## config.mk

```make
export PLATFORM = sky130hd
export DESIGN_NAME = inspection_reject_gate_controller
export DESIGN_NICKNAME = d
export VERILOG_FILES = /design/src/hdl/rgc_pkg.sv /design/src/hdl/inspection_reject_gate_controller.sv /design/src/hdl/rgc_debounce.sv /design/src/hdl/rgc_core.sv /design/src/hdl/rgc_out_buf.sv
export SDC_FILE = /design/constraint.sdc
export NUM_CORES = 1
export LEC_CHECK = 0
export BUFFER_PORTS_ARGS = -buffer_cell sky130_fd_sc_hd__buf_2
export CAP_MARGIN = 20
export CORE_MARGIN = 1
export CORE_UTILIZATION = 43
export CTS_CLUSTER_DIAMETER = 120
export DETAILED_ROUTE_END_ITERATION = 10
export PLACE_DENSITY = 0.68
export RECOVER_POWER = 50
export SYNTH_ARGS = -nofsm -noshare
export SYNTH_HDL_FRONTEND = slang
export SYNTH_SLANG_ARGS = --single-unit
```

## constraint.sdc

```tcl
create_clock -name clk -period 4.6 [get_ports clk]
set_input_delay 0.46 -clock clk [delete_from_list [all_inputs] [get_ports clk]]
set_output_delay 0.46 -clock clk [all_outputs]
set_load 0.01 [all_outputs]
```

## src/hdl/rgc_pkg.sv

```systemverilog
// ----------------------------------------------------------------------------
// rgc_pkg
// Types, codes and constants shared by the reject gate controller modules.
// ----------------------------------------------------------------------------
package rgc_pkg;

	localparam int QUEUE_SLOTS_DEF = 4;
	localparam int NUM_PINS        = 3;

	localparam int PIN_ENTRY = 0;
	localparam int PIN_EXIT  = 1;
	localparam int PIN_CAM   = 2;

	// saturation value of the debounce counters
	localparam logic [7:0] COUNT_CAP = 8'd200;

	localparam logic [7:0]  DEBOUNCE_PERIOD_RST    = 8'd11;
	localparam logic [7:0]  DEBOUNCE_THRESHOLD_RST = 8'd30;
	localparam logic [15:0] CAMERA_WINDOW_RST      = 16'd2000;
	localparam logic [15:0] PULSE_LENGTH_RST       = 16'd500;

	typedef enum logic [1:0] {
		CFG_DEBOUNCE_PERIOD    = 2'd0,
		CFG_DEBOUNCE_THRESHOLD = 2'd1,
		CFG_CAMERA_WINDOW      = 2'd2,
		CFG_PULSE_LENGTH       = 2'd3
	} cfg_index_t;

	typedef enum logic [1:0] {
		PUSH_NONE    = 2'd0,
		PUSH_PASS    = 2'd1,
		PUSH_REJECT  = 2'd2,
		PUSH_DROPPED = 2'd3
	} push_event_t;

	typedef enum logic [1:0] {
		POP_NONE   = 2'd0,
		POP_PASS   = 2'd1,
		POP_REJECT = 2'd2,
		POP_EMPTY  = 2'd3
	} pop_event_t;

	typedef struct packed {
		logic entry_level;
		logic exit_level;
		logic camera_error_level;
	} in_item_t;

	typedef struct packed {
		logic       relay_on;
		logic [1:0] push_event;
		logic [1:0] pop_event;
		logic [1:0] queue_count;
		logic       window_open;
	} out_item_t;

	// one bit per debounced pin: edge available, or edge consumed
	typedef struct packed {
		logic entry;
		logic exit;
		logic cam;
	} pin_edges_t;

endpackage

```

## src/hdl/inspection_reject_gate_controller.sv

```systemverilog
// ----------------------------------------------------------------------------
// inspection_reject_gate_controller
// Debounced sensor sequencing, verdict queue and reject relay control.
// ----------------------------------------------------------------------------
// Each accepted transaction is one millisecond tick carrying the three raw
// active-low pin levels; it produces exactly one result transaction holding
// the relay drive, the push and pop events, the queue fill and the window
// flag after that tick. The whole tick update is one combinational pass over
// the state registers, so a transaction is taken every clock cycle unless
// in_stall is high; its result is registered in the output register, or in
// the skid entry behind it while a stalled result holds the output register.
// in_stall rises only when both are occupied. Write the configuration
// registers only while no transaction is in flight.
module inspection_reject_gate_controller
	import rgc_pkg::*;
#(
	parameter int QUEUE_SLOTS = QUEUE_SLOTS_DEF
) (
	input  logic        clk,
	input  logic        arst_n,
	input  logic        in_valid,
	output logic        in_stall,
	input  in_item_t    in_data,
	output logic        out_valid,
	input  logic        out_stall,
	output out_item_t   out_data,
	input  logic        cfg_write_en,
	input  logic [1:0]  cfg_index,
	input  logic [15:0] cfg_data
);

	logic [7:0]  debounce_period_q;
	logic [7:0]  debounce_threshold_q;
	logic [15:0] camera_window_q;
	logic [15:0] pulse_length_q;

	logic       accept;
	logic       buf_full;
	pin_edges_t edges, take;
	out_item_t  result;

	assign in_stall = buf_full;
	assign accept   = in_valid && !buf_full;

	always_ff @(posedge clk or negedge arst_n) begin
		if (!arst_n) begin
			debounce_period_q    <= DEBOUNCE_PERIOD_RST;
			debounce_threshold_q <= DEBOUNCE_THRESHOLD_RST;
			camera_window_q      <= CAMERA_WINDOW_RST;
			pulse_length_q       <= PULSE_LENGTH_RST;
		end else if (cfg_write_en) begin
			case (cfg_index)
				CFG_DEBOUNCE_PERIOD:    debounce_period_q    <= cfg_data[7:0];
				CFG_DEBOUNCE_THRESHOLD: debounce_threshold_q <= cfg_data[7:0];
				CFG_CAMERA_WINDOW:      camera_window_q      <= cfg_data;
				CFG_PULSE_LENGTH:       pulse_length_q       <= cfg_data;
				default: ;
			endcase
		end
	end

	rgc_debounce u_debounce (
		.clk                (clk),
		.arst_n             (arst_n),
		.advance            (accept),
		.levels             (in_data),
		.debounce_period    (debounce_period_q),
		.debounce_threshold (debounce_threshold_q),
		.edges              (edges),
		.taken              (take)
	);

	rgc_core #(
		.QUEUE_SLOTS (QUEUE_SLOTS)
	) u_core (
		.clk           (clk),
		.arst_n        (arst_n),
		.advance       (accept),
		.edges         (edges),
		.take          (take),
		.camera_window (camera_window_q),
		.pulse_length  (pulse_length_q),
		.result        (result)
	);

	rgc_out_buf u_out_buf (
		.clk       (clk),
		.arst_n    (arst_n),
		.push      (accept),
		.push_data (result),
		.full      (buf_full),
		.out_valid (out_valid),
		.out_stall (out_stall),
		.out_data  (out_data)
	);

endmodule

```

## src/hdl/rgc_debounce.sv

```systemverilog
// ----------------------------------------------------------------------------
// rgc_debounce
// Shared prescaler and per-pin saturating debounce counters with edge marks.
// ----------------------------------------------------------------------------
module rgc_debounce
	import rgc_pkg::*;
(
	input  logic       clk,
	input  logic       arst_n,
	input  logic       advance,
	input  in_item_t   levels,
	input  logic [7:0] debounce_period,
	input  logic [7:0] debounce_threshold,
	output pin_edges_t edges,
	input  pin_edges_t taken
);

	logic [7:0]          presc_q, presc_d, presc_inc;
	logic                step;
	logic [7:0]          cnt_q [NUM_PINS];
	logic [7:0]          cnt_d [NUM_PINS];
	logic [7:0]          cnt_inc [NUM_PINS];
	logic [NUM_PINS-1:0] seen_q, seen_d;
	logic [NUM_PINS-1:0] active_q, active_d;
	logic [NUM_PINS-1:0] taken_q, taken_d, taken_v;
	logic [NUM_PINS-1:0] lv, avail;

	always_comb begin
		lv[PIN_ENTRY] = levels.entry_level;
		lv[PIN_EXIT]  = levels.exit_level;
		lv[PIN_CAM]   = levels.camera_error_level;

		presc_inc = presc_q + 8'd1;
		step      = (presc_inc >= debounce_period);
		presc_d   = step ? 8'd0 : presc_inc;

		for (int i = 0; i < NUM_PINS; i++) begin
			cnt_d[i]    = cnt_q[i];
			seen_d[i]   = seen_q[i];
			active_d[i] = active_q[i];
			taken_d[i]  = taken_q[i];
			cnt_inc[i]  = (cnt_q[i] < COUNT_CAP) ? cnt_q[i] + 8'd1 : cnt_q[i];
			if (step) begin
				if (!lv[i]) begin
					if (seen_q[i]) begin
						cnt_d[i] = cnt_inc[i];
						if (cnt_inc[i] > debounce_threshold)
							active_d[i] = 1'b1;
					end else begin
						seen_d[i] = 1'b1;
					end
				end else begin
					// pin released: drop everything
					cnt_d[i]    = 8'd0;
					seen_d[i]   = 1'b0;
					active_d[i] = 1'b0;
					taken_d[i]  = 1'b0;
				end
			end
			avail[i] = active_d[i] & ~taken_d[i];
		end

		edges.entry = avail[PIN_ENTRY];
		edges.exit  = avail[PIN_EXIT];
		edges.cam   = avail[PIN_CAM];

		taken_v[PIN_ENTRY] = taken.entry;
		taken_v[PIN_EXIT]  = taken.exit;
		taken_v[PIN_CAM]   = taken.cam;
	end

	always_ff @(posedge clk or negedge arst_n) begin
		if (!arst_n) begin
			presc_q  <= '0;
			seen_q   <= '0;
			active_q <= '0;
			taken_q  <= '0;
			for (int i = 0; i < NUM_PINS; i++)
				cnt_q[i] <= '0;
		end else if (advance) begin
			presc_q  <= presc_d;
			seen_q   <= seen_d;
			active_q <= active_d;
			taken_q  <= taken_d | taken_v;
			for (int i = 0; i < NUM_PINS; i++)
				cnt_q[i] <= cnt_d[i];
		end
	end

endmodule

```

## src/hdl/rgc_core.sv

```systemverilog
// ----------------------------------------------------------------------------
// rgc_core
// Camera window, verdict ring queue and relay pulse timer.
// ----------------------------------------------------------------------------
module rgc_core
	import rgc_pkg::*;
#(
	parameter int QUEUE_SLOTS = QUEUE_SLOTS_DEF
) (
	input  logic        clk,
	input  logic        arst_n,
	input  logic        advance,
	input  pin_edges_t  edges,
	output pin_edges_t  take,
	input  logic [15:0] camera_window,
	input  logic [15:0] pulse_length,
	output out_item_t   result
);

	localparam int PTR_W = $clog2(QUEUE_SLOTS);
	localparam logic [PTR_W-1:0] LAST_SLOT = PTR_W'(QUEUE_SLOTS - 1);
	localparam logic [PTR_W+1:0] SLOTS_W   = (PTR_W+2)'(QUEUE_SLOTS);

	logic             waiting_q, waiting_d;
	logic             fixed_q, fixed_d;
	logic [15:0]      wtimer_q, wtimer_d;
	logic [15:0]      ptimer_q, ptimer_d;
	logic             pactive_q, pactive_d;
	logic             relay_q, relay_d;
	logic [PTR_W-1:0] wp_q, wp_d, wp_next;
	logic [PTR_W-1:0] rp_q, rp_d, rp_next;
	logic             queue_q [QUEUE_SLOTS];

	logic             started, pstarted;
	logic             push_en, push_val, push_ok, head;
	logic [1:0]       push_code, pop_code;
	logic [PTR_W+1:0] cnt_wide;

	always_comb begin
		take       = '0;
		take.entry = edges.entry;
		take.exit  = edges.exit;

		waiting_d = waiting_q;
		fixed_d   = fixed_q;
		wtimer_d  = wtimer_q;
		ptimer_d  = ptimer_q;
		pactive_d = pactive_q;
		relay_d   = relay_q;
		rp_d      = rp_q;
		push_en   = 1'b0;
		push_val  = 1'b0;
		pstarted  = 1'b0;
		pop_code  = POP_NONE;

		// entry edge restarts the window, any pending verdict is lost
		started = edges.entry;
		if (started) begin
			waiting_d = 1'b1;
			fixed_d   = 1'b0;
			wtimer_d  = '0;
		end

		if (waiting_d) begin
			if (edges.cam) begin
				take.cam  = 1'b1;
				push_en   = 1'b1;
				push_val  = 1'b1;
				fixed_d   = 1'b1;
				waiting_d = 1'b0;
			end else if (!started) begin
				if (wtimer_q >= camera_window) begin
					if (!fixed_q) begin
						push_en = 1'b1;
						fixed_d = 1'b1;
					end
					waiting_d = 1'b0;
				end else begin
					wtimer_d = wtimer_q + 16'd1;
				end
			end
		end

		wp_next = (wp_q == LAST_SLOT) ? '0 : wp_q + PTR_W'(1);
		rp_next = (rp_q == LAST_SLOT) ? '0 : rp_q + PTR_W'(1);
		push_ok = push_en && (wp_next != rp_q);
		wp_d    = push_ok ? wp_next : wp_q;

		if (!push_en)
			push_code = PUSH_NONE;
		else if (!push_ok)
			push_code = PUSH_DROPPED;
		else if (push_val)
			push_code = PUSH_REJECT;
		else
			push_code = PUSH_PASS;

		// forward a verdict pushed into an empty queue in the same tick
		head = (push_ok && (wp_q == rp_q)) ? push_val : queue_q[rp_q];

		if (edges.exit) begin
			if (rp_q == wp_d) begin
				pop_code = POP_EMPTY;
			end else begin
				rp_d = rp_next;
				if (head) begin
					relay_d   = 1'b0;
					pactive_d = 1'b0;
					pop_code  = POP_REJECT;
				end else begin
					relay_d   = 1'b1;
					pactive_d = 1'b1;
					ptimer_d  = '0;
					pstarted  = 1'b1;
					pop_code  = POP_PASS;
				end
			end
		end

		if (pactive_d && !pstarted) begin
			if (ptimer_q >= pulse_length) begin
				pactive_d = 1'b0;
				relay_d   = 1'b0;
			end else begin
				ptimer_d = ptimer_q + 16'd1;
			end
		end

		cnt_wide = {2'b00, wp_d} + ((wp_d < rp_d) ? SLOTS_W : '0) - {2'b00, rp_d};

		result.relay_on    = relay_d;
		result.push_event  = push_code;
		result.pop_event   = pop_code;
		result.queue_count = cnt_wide[1:0];
		result.window_open = waiting_d;
	end

	always_ff @(posedge clk or negedge arst_n) begin
		if (!arst_n) begin
			waiting_q <= 1'b0;
			fixed_q   <= 1'b0;
			wtimer_q  <= '0;
			ptimer_q  <= '0;
			pactive_q <= 1'b0;
			relay_q   <= 1'b0;
			wp_q      <= '0;
			rp_q      <= '0;
		end else if (advance) begin
			waiting_q <= waiting_d;
			fixed_q   <= fixed_d;
			wtimer_q  <= wtimer_d;
			ptimer_q  <= ptimer_d;
			pactive_q <= pactive_d;
			relay_q   <= relay_d;
			wp_q      <= wp_d;
			rp_q      <= rp_d;
		end
	end

	always_ff @(posedge clk) begin
		if (advance && push_ok)
			queue_q[wp_q] <= push_val;
	end

endmodule

```

## src/hdl/rgc_out_buf.sv

```systemverilog
// ----------------------------------------------------------------------------
// rgc_out_buf
// Result register with a skid entry, so one more input is taken under stall.
// ----------------------------------------------------------------------------
module rgc_out_buf
	import rgc_pkg::*;
(
	input  logic      clk,
	input  logic      arst_n,
	input  logic      push,
	input  out_item_t push_data,
	output logic      full,
	output logic      out_valid,
	input  logic      out_stall,
	output out_item_t out_data
);

	logic      main_valid_q, skid_valid_q;
	out_item_t main_q, skid_q;
	logic      drain;

	assign drain     = main_valid_q && !out_stall;
	assign full      = skid_valid_q;
	assign out_valid = main_valid_q;
	assign out_data  = main_q;

	always_ff @(posedge clk or negedge arst_n) begin
		if (!arst_n) begin
			main_valid_q <= 1'b0;
			skid_valid_q <= 1'b0;
		end else if (skid_valid_q) begin
			if (drain)
				skid_valid_q <= 1'b0;
		end else if (push) begin
			if (main_valid_q && !drain)
				skid_valid_q <= 1'b1;
			else
				main_valid_q <= 1'b1;
		end else if (drain) begin
			main_valid_q <= 1'b0;
		end
	end

	always_ff @(posedge clk) begin
		if (skid_valid_q) begin
			if (drain)
				main_q <= skid_q;
		end else if (push) begin
			if (main_valid_q && !drain)
				skid_q <= push_data;
			else
				main_q <= push_data;
		end
	end

endmodule
```

==> summary.txt <==
Final layout
  • Ratio of cells with drive above 1 in the final layout: 0.221
  • Most common cell after layout, fill and taps aside: dfrtp_1
  • Commonest non-fill, non-tap cells in the layout: dfrtp_1 (110), nand2_1 (75), ha_1 (75)
  • P&R area growth vs syn: 16.6%
  • Nets: 1044
  • Register area: ~3900 um2
  • Filler cells: roughly 1800
  • Post-route design area: approximately 10000 um2
  • Antenna diode count: 0
  • Final core utilization: 0.511
  • Multi-input logic area: around 5000 um2

Power
  • Power share of the sequential group: 0.390
  • Net Sw Frac: 0.343
  • Clock power frac: 0.291
  • P_int: roughly 3.2 mW
  • Peak VDD IR: slightly below 0.3 mV
  • Net Switching: ~1.7 mW
  • Leakage: between 4 and 5 nW
  • Comb pwr share: 0.319
  • Pwr per Cell Area: around 470 nW/um2

Yosys
  • Area leader, netlist: dfrtp_1
  • Synth Area in Adders: 0.107
  • Proportion of synthesized area in mux cells: 0.0762
  • Mapped Area: 8900 um2
  • Synth Instances: a little under 900
  • Compound-Gate Fraction of Synth Area: 0.158
  • Distinct cells, synth: 67
  • Register area share after synthesis: 0.438
  • Yosys warns: 0
  • Mapped Avg Cell Area: just over 10 um2
  • Combinational family with the most area after synthesis: compound AO/OA/AOI/OAI gates
  • Synth async-reset ratio: 0.868
  • XOR/XNOR share of the synthesized area: 0.0413
  • Synth area leaders: dfrtp_1 (31%), ha_1 (11%), edfxtp_1 (6.7%)
  • Post-synthesis register bit count: 151
  • Area share of the leading cell type in the synthesized netlist: 0.315
  • Prevailing post-synth register cell: dfrtp_1
  • EDFF count, synth: 20
  • Post-synthesis net count: approximately 1000
  • Simple-gate share of the synthesized area: 0.142

Routing
  • Uppermost layer routed: met4
  • 1st-pass router iterations: 7
  • Vias per cell: between 5 and 6
  • Drt drc: 0
  • Post-route ant nets: 0
  • WL final: approximately 20 mm
  • Vias after detailed routing: 6791
  • Met2 Wirelength: ~10 mm
  • Length of routed met3 wiring: a little under 700 um
  • Post-DR wirelength/cell: 16.5 um
  • Met1 Wirelength: about 9.1 mm
  • DR iter-0 viols: around 370

STA
  • RSZ-0062 raised after global routing: yes
  • Achievable Freq: about 220 MHz
  • Clk_skew: 14.8 ps
  • Final Critical Period: roughly 4600 ps
  • Setup tns final: 0 ps
  • Crit share post-route: 0.992
  • Final Hold Vio Count: 0
  • # setup viols final: 0
  • Tightest Pin Transition: between 2000 and 3000 ps
  • Slew Viols, Final: 134
  • Max-slew headroom: -0.678

GRT
  • Grt ovf: 0
  • Vias in the first global route: between 6000 and 7000
  • GRT Total Usage: 0.197
  • First-pass GRT wire length: ~33 mm
  • Antenna violations before repair: 0
  • Largest net degree at the start of global routing: 100

Clocking
  • CTS H-tree lvls: 4
  • Cts-stage hold buffer count: 0
  • CTS Buf Count: 17
  • CTS tree: done
  • Max clock buf depth: 2
  • Root Driver: clkbuf_16
  • Clk pin slew, worst setup/hold paths: about 70 ps
  • Worst skew pair latency: approximately 430 ps
  • Clk sink count: roughly 150

Critical path
  • Crit-path slowest cell: dfrtp_1
  • Worst setup SP type: register
  • Critical-path cell list: o311ai_4 -> nand4_1 -> xnor2_2 -> ha_1 -> a21oi_2 -> o21ai_1 -> or3_4 -> a21oi_2 -> buf_4 -> o31a_1 -> o221ai_2 -> or3_4 -> a22oi_4 -> nor2_2 -> mux2_2 -> ha_1 -> xnor2_1 -> mux2_2
  • Slowest cell delay on critical path: 410 ps
  • Crit Path Max Fanout: 4
  • CP Capture Type: register
  • Worst Path Required: about 4800 ps
  • Arr. time, crit path: about 4800 ps
  • Crit Path Class: register to register

Floorplanning
  • Boundary pin count: 36
  • Initial Util: 0.439
  • Total die area: 21300 um2
  • Die Wd: around 150 um
  • Die height: 146 um
  • Standard-cell rows: 52
  • Core area: ~20000 um2

Placed design
  • PortBufs: 35
  • Dpl cell area: between 9000 and 10000 um2
  • HPWL after DPL: around 14 mm
  • GPL Wtd Cong: 0.807

Flow run
  • Max-Cap Viols: 2

Outcome
  • Failing checks: capacitance limit, slew limit
  • Outcome: complete, but fails checks

Hold path
  • Hold Crit Class: input pin to register
## metal layers
layer  global-route usage  vias to the layer above
li1                     -                     3297
met1                0.256                     3352
met2                0.331                      120
met3               0.0382                       22
met4               0.0626                        0
met5                    0                        -
## power groups by stage
stage / clock, mW / sequential (mW) / combinational (mW)
3_5_place_dp: 0 / 1.90 / 1.45
6_report: 1.40 / 1.88 / 1.54
4_1_cts: 1.43 / 1.88 / 1.46
5_1_grt: 1.48 / 1.92 / 1.75
2_1_floorplan: 0 / 1.83 / 1.09
3_3_place_gp: 0 / 1.89 / 1.41
## worst max-delay path, delay by kind of cell (launching register included)
family	cells	cell delay, ps
AOI/OAI and AO/OA	7	1340
and+or+nand+nor	4	1030
muxes	2	530
adders and majority gates	2	520
DFF	1	410
xor gates and xnor gates	2	330
buffers and inverters	1	140
## registers in the layout, summed over array words and instances, names as in the netlist, 4 cells and up
| register | cells |
|---|---|
| u_core.ptimer_q | 16 |
| pulse_length_q | 16 |
| u_out_buf.skid_q | 8 |
| u_core.wtimer_q | 16 |
| u_core.queue_q | 4 |
| u_debounce.presc_q | 8 |
| camera_window_q | 16 |
| debounce_period_q | 8 |
| debounce_threshold_q | 8 |
| u_out_buf.out_data | 8 |
| u_debounce.cnt_q | 24 |
## synth_stat cells, types with 6 or more instances
cell / instances
edfxtp_1: 20
ha_1: 76
mux2i_1: 7
mux2_2: 52
nand2_1: 76
and3_1: 17
inv_1: 68
xnor2_1: 30
dfstp_2: 19
xor2_1: 12
o21a_1: 9
and2_1: 6
clkbuf_1: 17
nor2_1: 54
o31ai_1: 7
nand4_1: 18
nor2b_1: 7
nand2b_1: 8
or3_1: 10
o21ai_0: 61
nand3_1: 21
a21oi_1: 50
dfrtp_1: 112
a32o_1: 11
a21o_1: 13
nor3_1: 10
a22o_1: 7
## cell type report
cell class,count,area share
Inverter,69,0.0250
Clock inverter,10,0.0116
Tap cell,270,0.0325
Clock buffer,22,0.0448
Multi-Input combinational cell,635,0.470
Sequential cell,151,0.376
Timing Repair Buffer,68,0.0394
## path summary, 6_finish.rpt
| path | end | depth (start not counted) | start | slack (ps) |
|---|---|---|---|---|
| hold / removal | camera_window_q[13] | 2 | cfg_data[13] | 280 |
| hold reg to reg | u_core.relay_q | 1 | u_core.relay_q | 490 |
| max in group asynchronous | u_core.wtimer_q[2] | 2 | arst_n | 1210 |
| setup reg to reg | u_out_buf.out_data[2] | 18 | u_debounce.cnt_q[19] | 40 |
| setup / recovery | u_out_buf.out_data[2] | 18 | u_debounce.cnt_q[19] | 40 |
| min in group asynchronous | u_debounce.cnt_q[9] | 1 | arst_n | 800 |
## per-stage QoR
stage	cells	setup WS [ps]	power (mW)	hold slack (ps)
after floorplan	874	49.5	2.92	164
after global placement	1188	107	3.30	471
after detailed placement	1188	7.17	3.35	476
after CTS	1220	21.6	4.78	178
after global routing	1225	-133	5.15	278
final	1225	35.5	4.83	284
## what timing repair did
action	CTS	global route
endpoints found under the hold margin	0	0
setup endpoints to repair	1	18
resized for setup	1	35
setup buffers	0	5
cloned	0	0
pin swaps	0	14
## cell families (layout without fill, tap and decap cells)
family | Yosys count | after routing
mux | 60 | 60
simple gates | 251 | 251
xor+xnor | 42 | 42
compound gates | 206 | 206
buf+inv | 88 | 169
fa+ha+maj | 76 | 76
flops | 151 | 151
No activity file was read; power rests on OpenSTA's default activity.
